File: src/signed_byte_alu_mul_div_defines.svh
// ----------------------------------------------------------------------------
// signed_byte_alu_mul_div assertion macros
// concurrent assertion helpers clocked on clk, disabled while rst_n is low
// ----------------------------------------------------------------------------
`ifndef SIGNED_BYTE_ALU_MUL_DIV_DEFINES_SVH
`define SIGNED_BYTE_ALU_MUL_DIV_DEFINES_SVH

// property must hold at every clock edge out of reset
`define SBAMD_ASSERT(lbl, prop, msg) \
  lbl: assert property (@(posedge clk) disable iff (!rst_n) prop) else $error(msg);

// condition must never be seen at a clock edge out of reset
`define SBAMD_NEVER(lbl, cond, msg) \
  lbl: assert property (@(posedge clk) disable iff (!rst_n) !(cond)) else $error(msg);

`endif

File: src/sbamd_pkg.sv
// ----------------------------------------------------------------------------
// sbamd_pkg
// operation codes and per-request control word for the signed alu pipeline
// ----------------------------------------------------------------------------
package sbamd_pkg;

  localparam int MODE_W = 3;

  typedef enum logic [MODE_W-1:0] {
    MODE_ADD = 3'd0,
    MODE_SUB = 3'd1,
    MODE_MUL = 3'd2,
    MODE_DIV = 3'd3,
    MODE_REM = 3'd4
  } mode_t;

  // control that travels with each request down the pipe
  typedef struct packed {
    mode_t mode;
    logic  sign_a;
    logic  sign_b;
    logic  div_zero;
  } ctl_t;

endpackage

File: src/sbamd_pre.sv
// ----------------------------------------------------------------------------
// sbamd_pre
// entry stage: decode, add/sub/mul, operand magnitudes for the divider
// ----------------------------------------------------------------------------
module sbamd_pre #(
  parameter int WIDTH = 8
) (
  input  logic                         clk,
  input  logic                         rst_n,
  input  logic                         valid_i,
  output logic                         ready_o,
  input  logic [sbamd_pkg::MODE_W-1:0] mode_i,
  input  logic [WIDTH-1:0]             a_i,
  input  logic [WIDTH-1:0]             b_i,
  output logic                         valid_o,
  input  logic                         ready_i,
  output sbamd_pkg::ctl_t              ctl_o,
  output logic [WIDTH:0]               acc_o,
  output logic [WIDTH-1:0]             q_o,
  output logic [WIDTH-1:0]             div_o
);

  logic                 valid_r;
  sbamd_pkg::ctl_t      ctl_r, ctl_nxt;
  logic [WIDTH:0]       acc_r;
  logic [WIDTH-1:0]     q_r, q_nxt;
  logic [WIDTH-1:0]     div_r, div_nxt;
  logic [2*WIDTH-1:0]   prod;
  logic [WIDTH-1:0]     mag_a;

  assign ready_o = !valid_r || ready_i;

  always_comb begin
    ctl_nxt.mode     = sbamd_pkg::mode_t'(mode_i);
    ctl_nxt.sign_a   = a_i[WIDTH-1];
    ctl_nxt.sign_b   = b_i[WIDTH-1];
    ctl_nxt.div_zero = ((ctl_nxt.mode == sbamd_pkg::MODE_DIV) ||
                        (ctl_nxt.mode == sbamd_pkg::MODE_REM)) && (b_i == '0);
    prod    = {{WIDTH{1'b0}}, a_i} * {{WIDTH{1'b0}}, b_i};
    mag_a   = a_i[WIDTH-1] ? (~a_i + 1'b1) : a_i;
    div_nxt = b_i[WIDTH-1] ? (~b_i + 1'b1) : b_i;
    unique case (ctl_nxt.mode)
      sbamd_pkg::MODE_ADD: q_nxt = a_i + b_i;
      sbamd_pkg::MODE_SUB: q_nxt = a_i + (~b_i + 1'b1);
      sbamd_pkg::MODE_MUL: q_nxt = prod[WIDTH-1:0];
      sbamd_pkg::MODE_DIV,
      sbamd_pkg::MODE_REM: q_nxt = mag_a;
      default:             q_nxt = '0;
    endcase
  end

  always_ff @(posedge clk) begin
    if (!rst_n) begin
      valid_r <= 1'b0;
    end else if (ready_o) begin
      valid_r <= valid_i;
    end
  end

  always_ff @(posedge clk) begin
    if (valid_i && ready_o) begin
      ctl_r <= ctl_nxt;
      acc_r <= '0;
      q_r   <= q_nxt;
      div_r <= div_nxt;
    end
  end

  assign valid_o = valid_r;
  assign ctl_o   = ctl_r;
  assign acc_o   = acc_r;
  assign q_o     = q_r;
  assign div_o   = div_r;

endmodule

File: src/sbamd_div_step.sv
// ----------------------------------------------------------------------------
// sbamd_div_step
// one registered restoring-division step, pass-through for other modes
// ----------------------------------------------------------------------------
module sbamd_div_step #(
  parameter int WIDTH = 8
) (
  input  logic             clk,
  input  logic             rst_n,
  input  logic             valid_i,
  output logic             ready_o,
  input  sbamd_pkg::ctl_t  ctl_i,
  input  logic [WIDTH:0]   acc_i,
  input  logic [WIDTH-1:0] q_i,
  input  logic [WIDTH-1:0] div_i,
  output logic             valid_o,
  input  logic             ready_i,
  output sbamd_pkg::ctl_t  ctl_o,
  output logic [WIDTH:0]   acc_o,
  output logic [WIDTH-1:0] q_o,
  output logic [WIDTH-1:0] div_o
);

  logic             valid_r;
  sbamd_pkg::ctl_t  ctl_r;
  logic [WIDTH:0]   acc_r, acc_nxt;
  logic [WIDTH-1:0] q_r, q_nxt;
  logic [WIDTH-1:0] div_r;
  logic [WIDTH:0]   acc_sh;
  logic [WIDTH-1:0] q_sh;
  logic             is_div;

  assign ready_o = !valid_r || ready_i;

  always_comb begin
    is_div = (ctl_i.mode == sbamd_pkg::MODE_DIV) || (ctl_i.mode == sbamd_pkg::MODE_REM);
    acc_sh = {acc_i[WIDTH-1:0], q_i[WIDTH-1]};
    q_sh   = {q_i[WIDTH-2:0], 1'b0};
    if (!is_div) begin
      acc_nxt = acc_i;
      q_nxt   = q_i;
    end else if (acc_sh >= {1'b0, div_i}) begin
      acc_nxt = acc_sh - {1'b0, div_i};
      q_nxt   = q_sh | {{(WIDTH-1){1'b0}}, 1'b1};
    end else begin
      acc_nxt = acc_sh;
      q_nxt   = q_sh;
    end
  end

  always_ff @(posedge clk) begin
    if (!rst_n) begin
      valid_r <= 1'b0;
    end else if (ready_o) begin
      valid_r <= valid_i;
    end
  end

  always_ff @(posedge clk) begin
    if (valid_i && ready_o) begin
      ctl_r <= ctl_i;
      acc_r <= acc_nxt;
      q_r   <= q_nxt;
      div_r <= div_i;
    end
  end

  assign valid_o = valid_r;
  assign ctl_o   = ctl_r;
  assign acc_o   = acc_r;
  assign q_o     = q_r;
  assign div_o   = div_r;

endmodule

File: src/sbamd_post.sv
// ----------------------------------------------------------------------------
// sbamd_post
// output stage: sign fix of quotient and remainder, result select
// ----------------------------------------------------------------------------
module sbamd_post #(
  parameter int WIDTH = 8
) (
  input  logic             clk,
  input  logic             rst_n,
  input  logic             valid_i,
  output logic             ready_o,
  input  sbamd_pkg::ctl_t  ctl_i,
  input  logic [WIDTH:0]   acc_i,
  input  logic [WIDTH-1:0] q_i,
  output logic             valid_o,
  input  logic             ready_i,
  output logic [WIDTH-1:0] result_o,
  output logic             div_zero_o
);

  logic             valid_r;
  logic [WIDTH-1:0] result_r, result_nxt;
  logic             dz_r;
  logic [WIDTH-1:0] rem;

  assign ready_o = !valid_r || ready_i;

  always_comb begin
    rem = acc_i[WIDTH-1:0];
    unique case (ctl_i.mode)
      sbamd_pkg::MODE_ADD,
      sbamd_pkg::MODE_SUB,
      sbamd_pkg::MODE_MUL: result_nxt = q_i;
      sbamd_pkg::MODE_DIV: result_nxt = (ctl_i.sign_a ^ ctl_i.sign_b) ? (~q_i + 1'b1) : q_i;
      sbamd_pkg::MODE_REM: result_nxt = ctl_i.sign_a ? (~rem + 1'b1) : rem;
      default:             result_nxt = '0;
    endcase
  end

  always_ff @(posedge clk) begin
    if (!rst_n) begin
      valid_r <= 1'b0;
    end else if (ready_o) begin
      valid_r <= valid_i;
    end
  end

  always_ff @(posedge clk) begin
    if (valid_i && ready_o) begin
      result_r <= result_nxt;
      dz_r     <= ctl_i.div_zero;
    end
  end

  assign valid_o    = valid_r;
  assign result_o   = result_r;
  assign div_zero_o = dz_r;

endmodule

File: src/signed_byte_alu_mul_div.sv
// ----------------------------------------------------------------------------
// signed_byte_alu_mul_div
// pipelined signed add, subtract, multiply, divide and remainder
// ----------------------------------------------------------------------------
//
//  channel   ports                                          direction
//  request   in_valid in_ready in_mode in_operand_a/_b      into block
//  result    out_valid out_ready out_result out_div_by_zero out of block
//
//  one request accepted per cycle when the pipe flows
//  the pipe is an entry stage, WIDTH divider step stages and an output stage;
//  the divider step chain sets the depth
//  reset clears only the stage valid bits, data registers are left as they are
//  each stage holds its request while the next stage is full and stalled, so a
//  bubble anywhere still lets a new request in
// ----------------------------------------------------------------------------
`include "signed_byte_alu_mul_div_defines.svh"

module signed_byte_alu_mul_div #(
  parameter int WIDTH = 8
) (
  input  logic                         clk,
  input  logic                         rst_n,
  input  logic                         in_valid,
  output logic                         in_ready,
  input  logic [sbamd_pkg::MODE_W-1:0] in_mode,
  input  logic signed [WIDTH-1:0]      in_operand_a,
  input  logic signed [WIDTH-1:0]      in_operand_b,
  output logic                         out_valid,
  input  logic                         out_ready,
  output logic signed [WIDTH-1:0]      out_result,
  output logic                         out_div_by_zero
);

  // stage links: index 0 leaves the entry stage, index WIDTH feeds the output
  logic             step_valid [0:WIDTH];
  logic             step_ready [0:WIDTH];
  sbamd_pkg::ctl_t  step_ctl   [0:WIDTH];
  logic [WIDTH:0]   step_acc   [0:WIDTH];
  logic [WIDTH-1:0] step_q     [0:WIDTH];
  logic [WIDTH-1:0] step_div   [0:WIDTH];
  logic [WIDTH-1:0] result_w;

  // entry: decode, add/sub/mul done here, magnitudes set up for division
  sbamd_pre #(.WIDTH(WIDTH)) u_pre (
    .clk     (clk),
    .rst_n   (rst_n),
    .valid_i (in_valid),
    .ready_o (in_ready),
    .mode_i  (in_mode),
    .a_i     (in_operand_a),
    .b_i     (in_operand_b),
    .valid_o (step_valid[0]),
    .ready_i (step_ready[0]),
    .ctl_o   (step_ctl[0]),
    .acc_o   (step_acc[0]),
    .q_o     (step_q[0]),
    .div_o   (step_div[0])
  );

  // one restoring step per stage, quotient bits shift in from the bottom
  for (genvar g = 0; g < WIDTH; g++) begin : g_step
    sbamd_div_step #(.WIDTH(WIDTH)) u_step (
      .clk     (clk),
      .rst_n   (rst_n),
      .valid_i (step_valid[g]),
      .ready_o (step_ready[g]),
      .ctl_i   (step_ctl[g]),
      .acc_i   (step_acc[g]),
      .q_i     (step_q[g]),
      .div_i   (step_div[g]),
      .valid_o (step_valid[g+1]),
      .ready_i (step_ready[g+1]),
      .ctl_o   (step_ctl[g+1]),
      .acc_o   (step_acc[g+1]),
      .q_o     (step_q[g+1]),
      .div_o   (step_div[g+1])
    );
  end

  // output register: signs applied, result chosen by mode
  sbamd_post #(.WIDTH(WIDTH)) u_post (
    .clk        (clk),
    .rst_n      (rst_n),
    .valid_i    (step_valid[WIDTH]),
    .ready_o    (step_ready[WIDTH]),
    .ctl_i      (step_ctl[WIDTH]),
    .acc_i      (step_acc[WIDTH]),
    .q_i        (step_q[WIDTH]),
    .valid_o    (out_valid),
    .ready_i    (out_ready),
    .result_o   (result_w),
    .div_zero_o (out_div_by_zero)
  );

  assign out_result = result_w;

  // the entry only refuses a request when every stage is full behind a stall
  `SBAMD_ASSERT(a_full_stall, !in_ready |-> (out_valid && !out_ready), "entry stalled with room in pipe")
  // a result only appears after the last divider stage held a request
  `SBAMD_ASSERT(a_out_source, $rose(out_valid) |-> $past(step_valid[WIDTH]), "result from nowhere")
  // zero divisor drives every quotient bit to one
  `SBAMD_ASSERT(a_zero_quot, (step_valid[WIDTH] && step_ctl[WIDTH].div_zero) |-> (step_q[WIDTH] == '1), "zero divisor quotient not all ones")
  // the zero flag is only raised for divide and remainder
  `SBAMD_NEVER(a_dz_mode, step_valid[0] && step_ctl[0].div_zero && (step_ctl[0].mode != sbamd_pkg::MODE_DIV) && (step_ctl[0].mode != sbamd_pkg::MODE_REM), "zero flag on non-division")

endmodule

File: config.mk
export PLATFORM = sky130hd
export DESIGN_NAME = signed_byte_alu_mul_div
export DESIGN_NICKNAME = d
export VERILOG_FILES = /design/src/sbamd_pkg.sv /design/src/sbamd_pre.sv /design/src/sbamd_div_step.sv /design/src/sbamd_post.sv /design/src/signed_byte_alu_mul_div.sv
export VERILOG_INCLUDE_DIRS = /design/src /design/src/src
export SDC_FILE = /design/constraint.sdc
export NUM_CORES = 1
export LEC_CHECK = 0
export BUFFER_PORTS_ARGS = -buffer_cell sky130_fd_sc_hd__buf_2
export CAP_MARGIN = 10
export CORE_UTILIZATION = 60
export DETAILED_ROUTE_END_ITERATION = 10
export HOLD_SLACK_MARGIN = 0.06
export PLACE_DENSITY = 0.82
export SYNTH_ARGS = -nofsm -noshare
export SYNTH_HDL_FRONTEND = slang
export SYNTH_SLANG_ARGS = --single-unit
File: constraint.sdc
create_clock -name clk -period 5.8 [get_ports clk]
set_input_delay 1.45 -clock clk [delete_from_list [all_inputs] [get_ports clk]]
set_output_delay 1.45 -clock clk [all_outputs]
set_load 0.02 [all_outputs]
==> results of run 1 <==
[where the power goes]
group	switching, W	internal, W
clock	0.000711	0.00102
combinational	0.000187	0.000145
sequential	0.0000192	0.00218
total	0.000917	0.00334
[synthesized netlist by cell type, types with 18 or more instances]
cell type                  count
sky130_fd_sc_hd__a21oi_1      58
sky130_fd_sc_hd__a31oi_1      22
sky130_fd_sc_hd__and2_1       20
sky130_fd_sc_hd__clkbuf_1     31
sky130_fd_sc_hd__edfxtp_1    263
sky130_fd_sc_hd__fa_1         20
sky130_fd_sc_hd__ha_1         85
sky130_fd_sc_hd__inv_1       111
sky130_fd_sc_hd__mux2_2       27
sky130_fd_sc_hd__mux2i_1      22
sky130_fd_sc_hd__nand2_1     212
sky130_fd_sc_hd__nand3_1      20
sky130_fd_sc_hd__nor2_1      121
sky130_fd_sc_hd__nor2b_1      31
sky130_fd_sc_hd__nor3_1       18
sky130_fd_sc_hd__o21a_1       30
sky130_fd_sc_hd__o21ai_0      51
sky130_fd_sc_hd__xnor2_1      53
sky130_fd_sc_hd__xor2_1       28
[final cells by class]
type | instances | area, sq um | share of cell area, %
flip-flops and latches | 273 | 8100 | 48.7
inverters | 111 | 417 | 2.51
well taps | 324 | 405 | 2.44
repair buffers | 48 | 278 | 1.67
multi-input cells | 965 | 6540 | 39.3
clock buffers | 36 | 731 | 4.39
clock inverters | 15 | 159 | 0.956
[worst max path at each step]
stage,start,endpoint,cells past startpoint
floorplan,in_operand_b[3],u_pre.q_o[7],15
global placement,in_operand_a[2],u_pre.q_o[7],15
detailed placement,in_operand_a[2],u_pre.q_o[7],15
CTS,out_ready,in_ready,8
global route,in_operand_b[3],u_pre.q_o[7],15
finish,out_ready,in_ready,8
[per-layer routing]
metal	GRT usage (%)	routed length, um
met3	2.65	929
met4	8.53	923
met5	0	0
met2	45.6	16000
met1	24.1	11200
[through the flow]
stage               hold slack [ps]  setup WS [ps]  std cells  total power (W)
floorplan                       400            678       1387          0.00248
global placement                400            605       1721          0.00256
detailed placement              405            553       1721          0.00257
CTS                             419           1100       1772          0.00429
global route                    419            938       1772          0.00440
finish                          413           1100       1772          0.00426
[sequential cells by signal, summed over array words and instances, names as in the netlist]
signal / count
g_step.u_step.acc_o: 64
g_step.u_step.q_o: 64
g_step.u_step.div_o: 56
g_step.u_step.ctl_o: 48
g_step.u_step.valid_o: 8
u_post.result_o: 8
u_pre.div_o: 8
u_pre.q_o: 8
u_pre.ctl_o: 6
u_post.div_zero_o: 1
u_post.valid_o: 1
u_pre.valid_o: 1
[logic make-up (layout without fill, tap and decap cells)]
| logic type | Yosys count | count (layout) | share of synthesized area (%) |
|---|---|---|---|
| DFF | 273 | 273 | 53.3 |
| adders and majority gates | 105 | 105 | 9.63 |
| AOI/OAI and AO/OA | 253 | 253 | 11.1 |
| muxes | 50 | 50 | 3.55 |
| xor gates and xnor gates | 81 | 81 | 4.67 |
| buffers and inverters | 149 | 210 | 3.83 |
| and+or+nand+nor | 476 | 476 | 13.9 |
==> impl_metrics.sql, run 1 <==
INSERT INTO impl_metrics (metric_group, metric, value, unit) VALUES
('finish', 'fillerInstances', '1778', ''),
('setup_path', 'critPathLaunchType', 'input pin', ''),
('finish', 'final_common_cell', 'sky130_fd_sc_hd__edfxtp_1', ''),
('clocking', 'ctsRootBufferMaster', 'sky130_fd_sc_hd__clkbuf_16', ''),
('timing', 'timing.max_slew.rel_slack', '26.5', '%'),
('min_path', 'hold-path-cell-count', '0', ''),
('timing', 'post-route-min-period', '4700', 'ps'),
('grt', 'antenna_found_initial', '0', ''),
('min_path', 'hold_path.class', 'reg2reg', ''),
('finish', 'fin_util', '67.6', '%'),
('clocking', 'clkTransAtPathRegs', '60', 'ps'),
('synth', 'synth_area_leaders', 'sky130_fd_sc_hd__edfxtp_1 52%, sky130_fd_sc_hd__ha_1 7.0%, sky130_fd_sc_hd__nand2_1 5.2%', ''),
('detailed_routing', 'totalWireLength', '29100', 'um'),
('timing', 'finalHoldViolCount', '0', ''),
('clocking', 'cts.hold.buffers_added', '0', ''),
('synth', 'synthDominantAreaCellType', 'sky130_fd_sc_hd__edfxtp_1', ''),
('pwr', 'p_leak', '6.70', 'nW'),
('synth', 'syn_area', '15200', 'sq um'),
('timing', 'clock.fmax', '213', 'MHz'),
('detailed_routing', 'firstDrtPassIters', '5', ''),
('detailed_routing', 'post_drt_wl_per_cell', '16.4', 'um'),
('clocking', 'clk_path_buf_depth', '3', ''),
('die', 'start_util', '61.8', '%'),
('pwr', 'power.ir.vdd_worst', '0.000237', 'V'),
('grt', 'grt_overflow', '0', ''),
('synth', 'synthesis.instances', '1387', ''),
('synth', 'synth_top_area_share', '52.0', '%'),
('setup_path', 'worst_ep_required_time', '4350', 'ps'),
('detailed_routing', 'drt_first_iter_violations', '637', ''),
('setup_path', 'cpLargestDelayFamily', 'simple AND/OR/NAND/NOR gates', ''),
('clocking', 'post-cts-setup-buffers', '0', ''),
('setup_path', 'most_frequent_cell_on_the_critical_path', 'sky130_fd_sc_hd__and3_1', ''),
('die', 'die_area', '26000', 'sq um'),
('grt', 'grt_use_total', '22.8', '%'),
('finish', 'final_area', '16600', 'sq um'),
('clocking', 'clk_latency_worst_skew_pair', '540', 'ps'),
('clocking', 'sinks_on_the_clock_net', '273', ''),
('pwr', 'cell_pwr_density', '256', 'nW/um^2'),
('setup_path', 'critPathMaxStageDelay', '310', 'ps'),
('synth', 'most_used_flip_flop_cell_after_synthesis', 'sky130_fd_sc_hd__edfxtp_1', ''),
('detailed_routing', 'vias', '10100', ''),
('finish', 'syn_to_layout_area_delta', '9.42', '%'),
('timing', 'clock-skew-final', '11.3', 'ps'),
('synth', 'synth_cell_types', '69', ''),
('synth', 'synth_async_reset_ratio', '0', '%'),
('grt', 'first_global_vias', '10400', ''),
('setup_path', 'critPathKind', 'in2out', ''),
('clocking', 'cts_made_buffers', '28', ''),
('timing', 'fin_crit_sh', '81.1', '%'),
('synth', 'synth_warnings', '0', ''),
('status', 'status', 'completed', ''),
('synth', 'syn-mean-instance-area', '11.0', 'sq um'),
('finish', 'n_antenna_cell', '0', ''),
('run', 'cap_viol_max_count', '0', ''),
('place', 'placed_area', '15700', 'sq um'),
('grt', 'grt_max_degree', '31', ''),
('clocking', 'tritoncts', 'built', ''),
('die', 'placeableCoreArea', '24600', 'sq um'),
('timing', 'report.final.setup_viol', '0', ''),
('finish', 'drive_gt1_share', '9.60', '%'),
('detailed_routing', 'drc_viols', '0', ''),
('setup_path', 'critical_path_peak_fanout', '5', ''),
('min_path', 'worstHoldStart', 'g_step[1].u_step.ctl_o[2]', ''),
('min_path', 'min_to', 'g_step[2].u_step.ctl_o[2]', ''),
('timing', 'max_slew.worst_pin.slew', '1100', 'ps'),
('setup_path', 'endpoint_kind', 'output port', ''),
('finish', 'mostFrequentLayoutCells', '263 x sky130_fd_sc_hd__edfxtp_1, 212 x sky130_fd_sc_hd__nand2_1, 121 x sky130_fd_sc_hd__nor2_1', ''),
('setup_path', 'critical_path_buf_inv_count', '2', ''),
('clocking', 'ctsHtreeMaxLevel', '1', ''),
('setup_path', 'regToRegEndpoint', 'g_step[3].u_step.acc_o[3]', ''),
('synth', 'ys_seq_area_share', '53.3', '%');
Power figures use the tool's default switching activity.
==> run 2: changes to the inputs <==
--- a/config.mk
+++ b/config.mk
@@ -8,10 +8,10 @@
 export LEC_CHECK = 0
 export BUFFER_PORTS_ARGS = -buffer_cell sky130_fd_sc_hd__buf_2
 export CAP_MARGIN = 10
-export CORE_UTILIZATION = 60
+export CORE_UTILIZATION = 57
 export DETAILED_ROUTE_END_ITERATION = 10
 export HOLD_SLACK_MARGIN = 0.06
-export PLACE_DENSITY = 0.82
+export PLACE_DENSITY = 0.81
 export SYNTH_ARGS = -nofsm -noshare
 export SYNTH_HDL_FRONTEND = slang
 export SYNTH_SLANG_ARGS = --single-unit
==> constraint.sdc (replaced) <==
create_clock -name clk -period 4 [get_ports clk]
set_input_delay 1 -clock clk [delete_from_list [all_inputs] [get_ports clk]]
set_output_delay 1 -clock clk [all_outputs]
set_load 0.02 [all_outputs]
==> impl_metrics.sql, run 2 (synthesized netlist as in run 1, its figures left out) <==
INSERT INTO impl_metrics (metric_group, metric, value, unit) VALUES
('timing', 'report.final.slew_viol_count', '0', ''),
('finish', 'syn_to_layout_area_delta', '11.3', '%'),
('setup_path', 'worst_ep_required_time', '4280', 'ps'),
('die', 'start_util', '58.1', '%'),
('die', 'die_area', '27300', 'sq um'),
('finish', 'mostFrequentLayoutCells', '263 x sky130_fd_sc_hd__edfxtp_1, 208 x sky130_fd_sc_hd__nand2_1, 121 x sky130_fd_sc_hd__nor2_1', ''),
('place', 'dpl.cell_count', '1760', ''),
('clocking', 'cts_made_buffers', '28', ''),
('setup_path', 'critical_path_peak_fanout', '5', ''),
('detailed_routing', 'drt-met1-wl', '12200', 'um'),
('min_path', 'hold_path.class', 'reg2reg', ''),
('clocking', 'post-cts-setup-buffers', '0', ''),
('pwr', 'design_power_total', '0.00621', 'W'),
('finish', 'nets', '1583', ''),
('clocking', 'postCtsResizedCells', '0', ''),
('timing', 'max_slew.worst_pin.slew', '1020', 'ps'),
('finish', 'fillerInstances', '2003', ''),
('die', 'die_width', '165', 'um'),
('grt', 'grt_use_total', '23.4', '%'),
('pwr', 'p_leak', '6.83', 'nW'),
('detailed_routing', 'drt_first_iter_violations', '764', ''),
('timing', 'timing.max_slew.rel_slack', '31.5', '%'),
('timing', 'clock.fmax', '259', 'MHz'),
('status', 'status', 'finished with violations', ''),
('detailed_routing', 'met2RoutedLength', '16600', 'um'),
('clocking', 'ctsRootBufferMaster', 'sky130_fd_sc_hd__clkbuf_16', ''),
('detailed_routing', 'totalWireLength', '30900', 'um'),
('run', 'cap_viol_max_count', '0', ''),
('detailed_routing', 'detail-route-antenna-nets', '0', ''),
('detailed_routing', 'firstDrtPassIters', '8', ''),
('grt', 'grt_max_degree', '31', ''),
('clocking', 'clk_latency_worst_skew_pair', '530', 'ps'),
('clocking', 'clkTransAtPathRegs', '60', 'ps'),
('setup_path', 'timing.reg2reg.setup_slack', '1220', 'ps'),
('detailed_routing', 'vias', '10400', ''),
('timing', 'fin_crit_sh', '96.5', '%'),
('die', 'placeableCoreArea', '26100', 'sq um'),
('finish', 'fin_cells', '1810', ''),
('place', 'detailed_place_hpwl', '23500', 'um'),
('finish', 'drive_gt1_share', '12.3', '%'),
('timing', 'clock-skew-final', '17.5', 'ps'),
('setup_path', 'cp.arrival', '4140', 'ps'),
('timing', 'report.final.setup_viol', '0', ''),
('detailed_routing', 'vias_per_cell', '5.72', ''),
('timing', 'post-route-min-period', '3860', 'ps'),
('finish', 'n_antenna_cell', '0', ''),
('timing', 'finalHoldViolCount', '0', ''),
('detailed_routing', 'route.top_layer_used', 'met4', ''),
('setup_path', 'critPathLaunchType', 'input pin', ''),
('timing', 'grt_setup_unrepaired', 'no', ''),
('detailed_routing', 'post_drt_wl_per_cell', '17.1', 'um'),
('pwr', 'power.ir.vdd_worst', '0.000286', 'V'),
('pwr', 'cell_pwr_density', '367', 'nW/um^2'),
('place', 'port_buffers', '33', ''),
('finish', 'fin_util', '64.7', '%'),
('setup_path', 'endpoint_kind', 'register', ''),
('clocking', 'sinks_on_the_clock_net', '273', ''),
('detailed_routing', 'dr_wl_met3', '1180', 'um'),
('grt', 'grt_overflow', '0', ''),
('setup_path', 'critPathKind', 'in2reg', ''),
('die', 'io-pin-count', '34', ''),
('status', 'violations', 'DRC', ''),
('detailed_routing', 'drc_viols', '10', ''),
('die', 'fp.dieH', '165', 'um'),
('clocking', 'ctsHtreeMaxLevel', '1', ''),
('place', 'gp_routability_congestion', '0.927', ''),
('clocking', 'cts.hold.buffers_added', '0', ''),
('finish', 'final_common_cell', 'sky130_fd_sc_hd__edfxtp_1', ''),
('grt', 'antenna_found_initial', '0', ''),
('grt', 'first_global_vias', '10200', ''),
('grt', 'grt_first_pass_wirelength', '50300', 'um'),
('clocking', 'tritoncts', 'built', ''),
('die', 'rows', '59', ''),
('clocking', 'clk_path_buf_depth', '3', '');
[run 2: final cells by class]
class / instances / area [sq um] / area share [%]
clock buffers: 34 / 744 / 4.40
clock inverters: 16 / 128 / 0.755
inverters: 111 / 417 / 2.46
multi-input cells: 965 / 6610 / 39.1
flip-flops and latches: 273 / 8100 / 47.9
well taps: 335 / 419 / 2.48
repair buffers: 76 / 493 / 2.92
[run 2: stage by stage]
step | setup TNS [ps] | hold WS (ps) | cell area [sq um] | worst slack [ps]
2_1_floorplan | -405 | 400 | 15300 | -279
3_3_place_gp | -708 | 400 | 16000 | -379
3_5_place_dp | -829 | 405 | 16000 | -424
4_1_cts | 0 | 417 | 16900 | 153
5_1_grt | 0 | 423 | 16900 | 5.13
6_report | 0 | 418 | 16900 | 138
[run 2: layer usage]
| layer | vias to the layer above | global-route usage (%) |
|---|---|---|
| met5 | - | 0 |
| met4 | 0 | 7.96 |
| met3 | 66 | 2.47 |
| met2 | 260 | 44.7 |
| met1 | 4971 | 27.0 |
| li1 | 5055 | - |
[run 2: worst max-delay path, stage by stage]
cell	delay, ps
sky130_fd_sc_hd__clkbuf_4	150
sky130_fd_sc_hd__nand2_2	70
sky130_fd_sc_hd__fa_1	420
sky130_fd_sc_hd__inv_1	90
sky130_fd_sc_hd__fa_1	390
sky130_fd_sc_hd__ha_1	280
sky130_fd_sc_hd__inv_1	50
sky130_fd_sc_hd__fa_1	530
sky130_fd_sc_hd__inv_1	60
sky130_fd_sc_hd__ha_4	250
sky130_fd_sc_hd__a21o_1	170
sky130_fd_sc_hd__a21oi_2	140
sky130_fd_sc_hd__xnor2_1	140
sky130_fd_sc_hd__xnor2_1	110
sky130_fd_sc_hd__a22oi_1	180
sky130_fd_sc_hd__o211ai_1	100
[run 2: worst paths after layout]
path,from,endpoint,cells after the start
setup / recovery,in_operand_b[4],u_pre.q_o[7],16
hold / removal,g_step[4].u_step.ctl_o[0],g_step[5].u_step.ctl_o[0],0
setup reg to reg,g_step[7].u_step.valid_o,u_pre.ctl_o[5],7
hold reg to reg,g_step[4].u_step.ctl_o[0],g_step[5].u_step.ctl_o[0],0
[run 2: power breakdown]
group,leakage (nW),internal [W],total [W],switching [W]
combinational,3.82,0.000257,0.000552,0.000295
clock,0.426,0.00144,0.00248,0.00104
sequential,2.58,0.00316,0.00318,0.0000262
total,6.83,0.00486,0.00621,0.00136
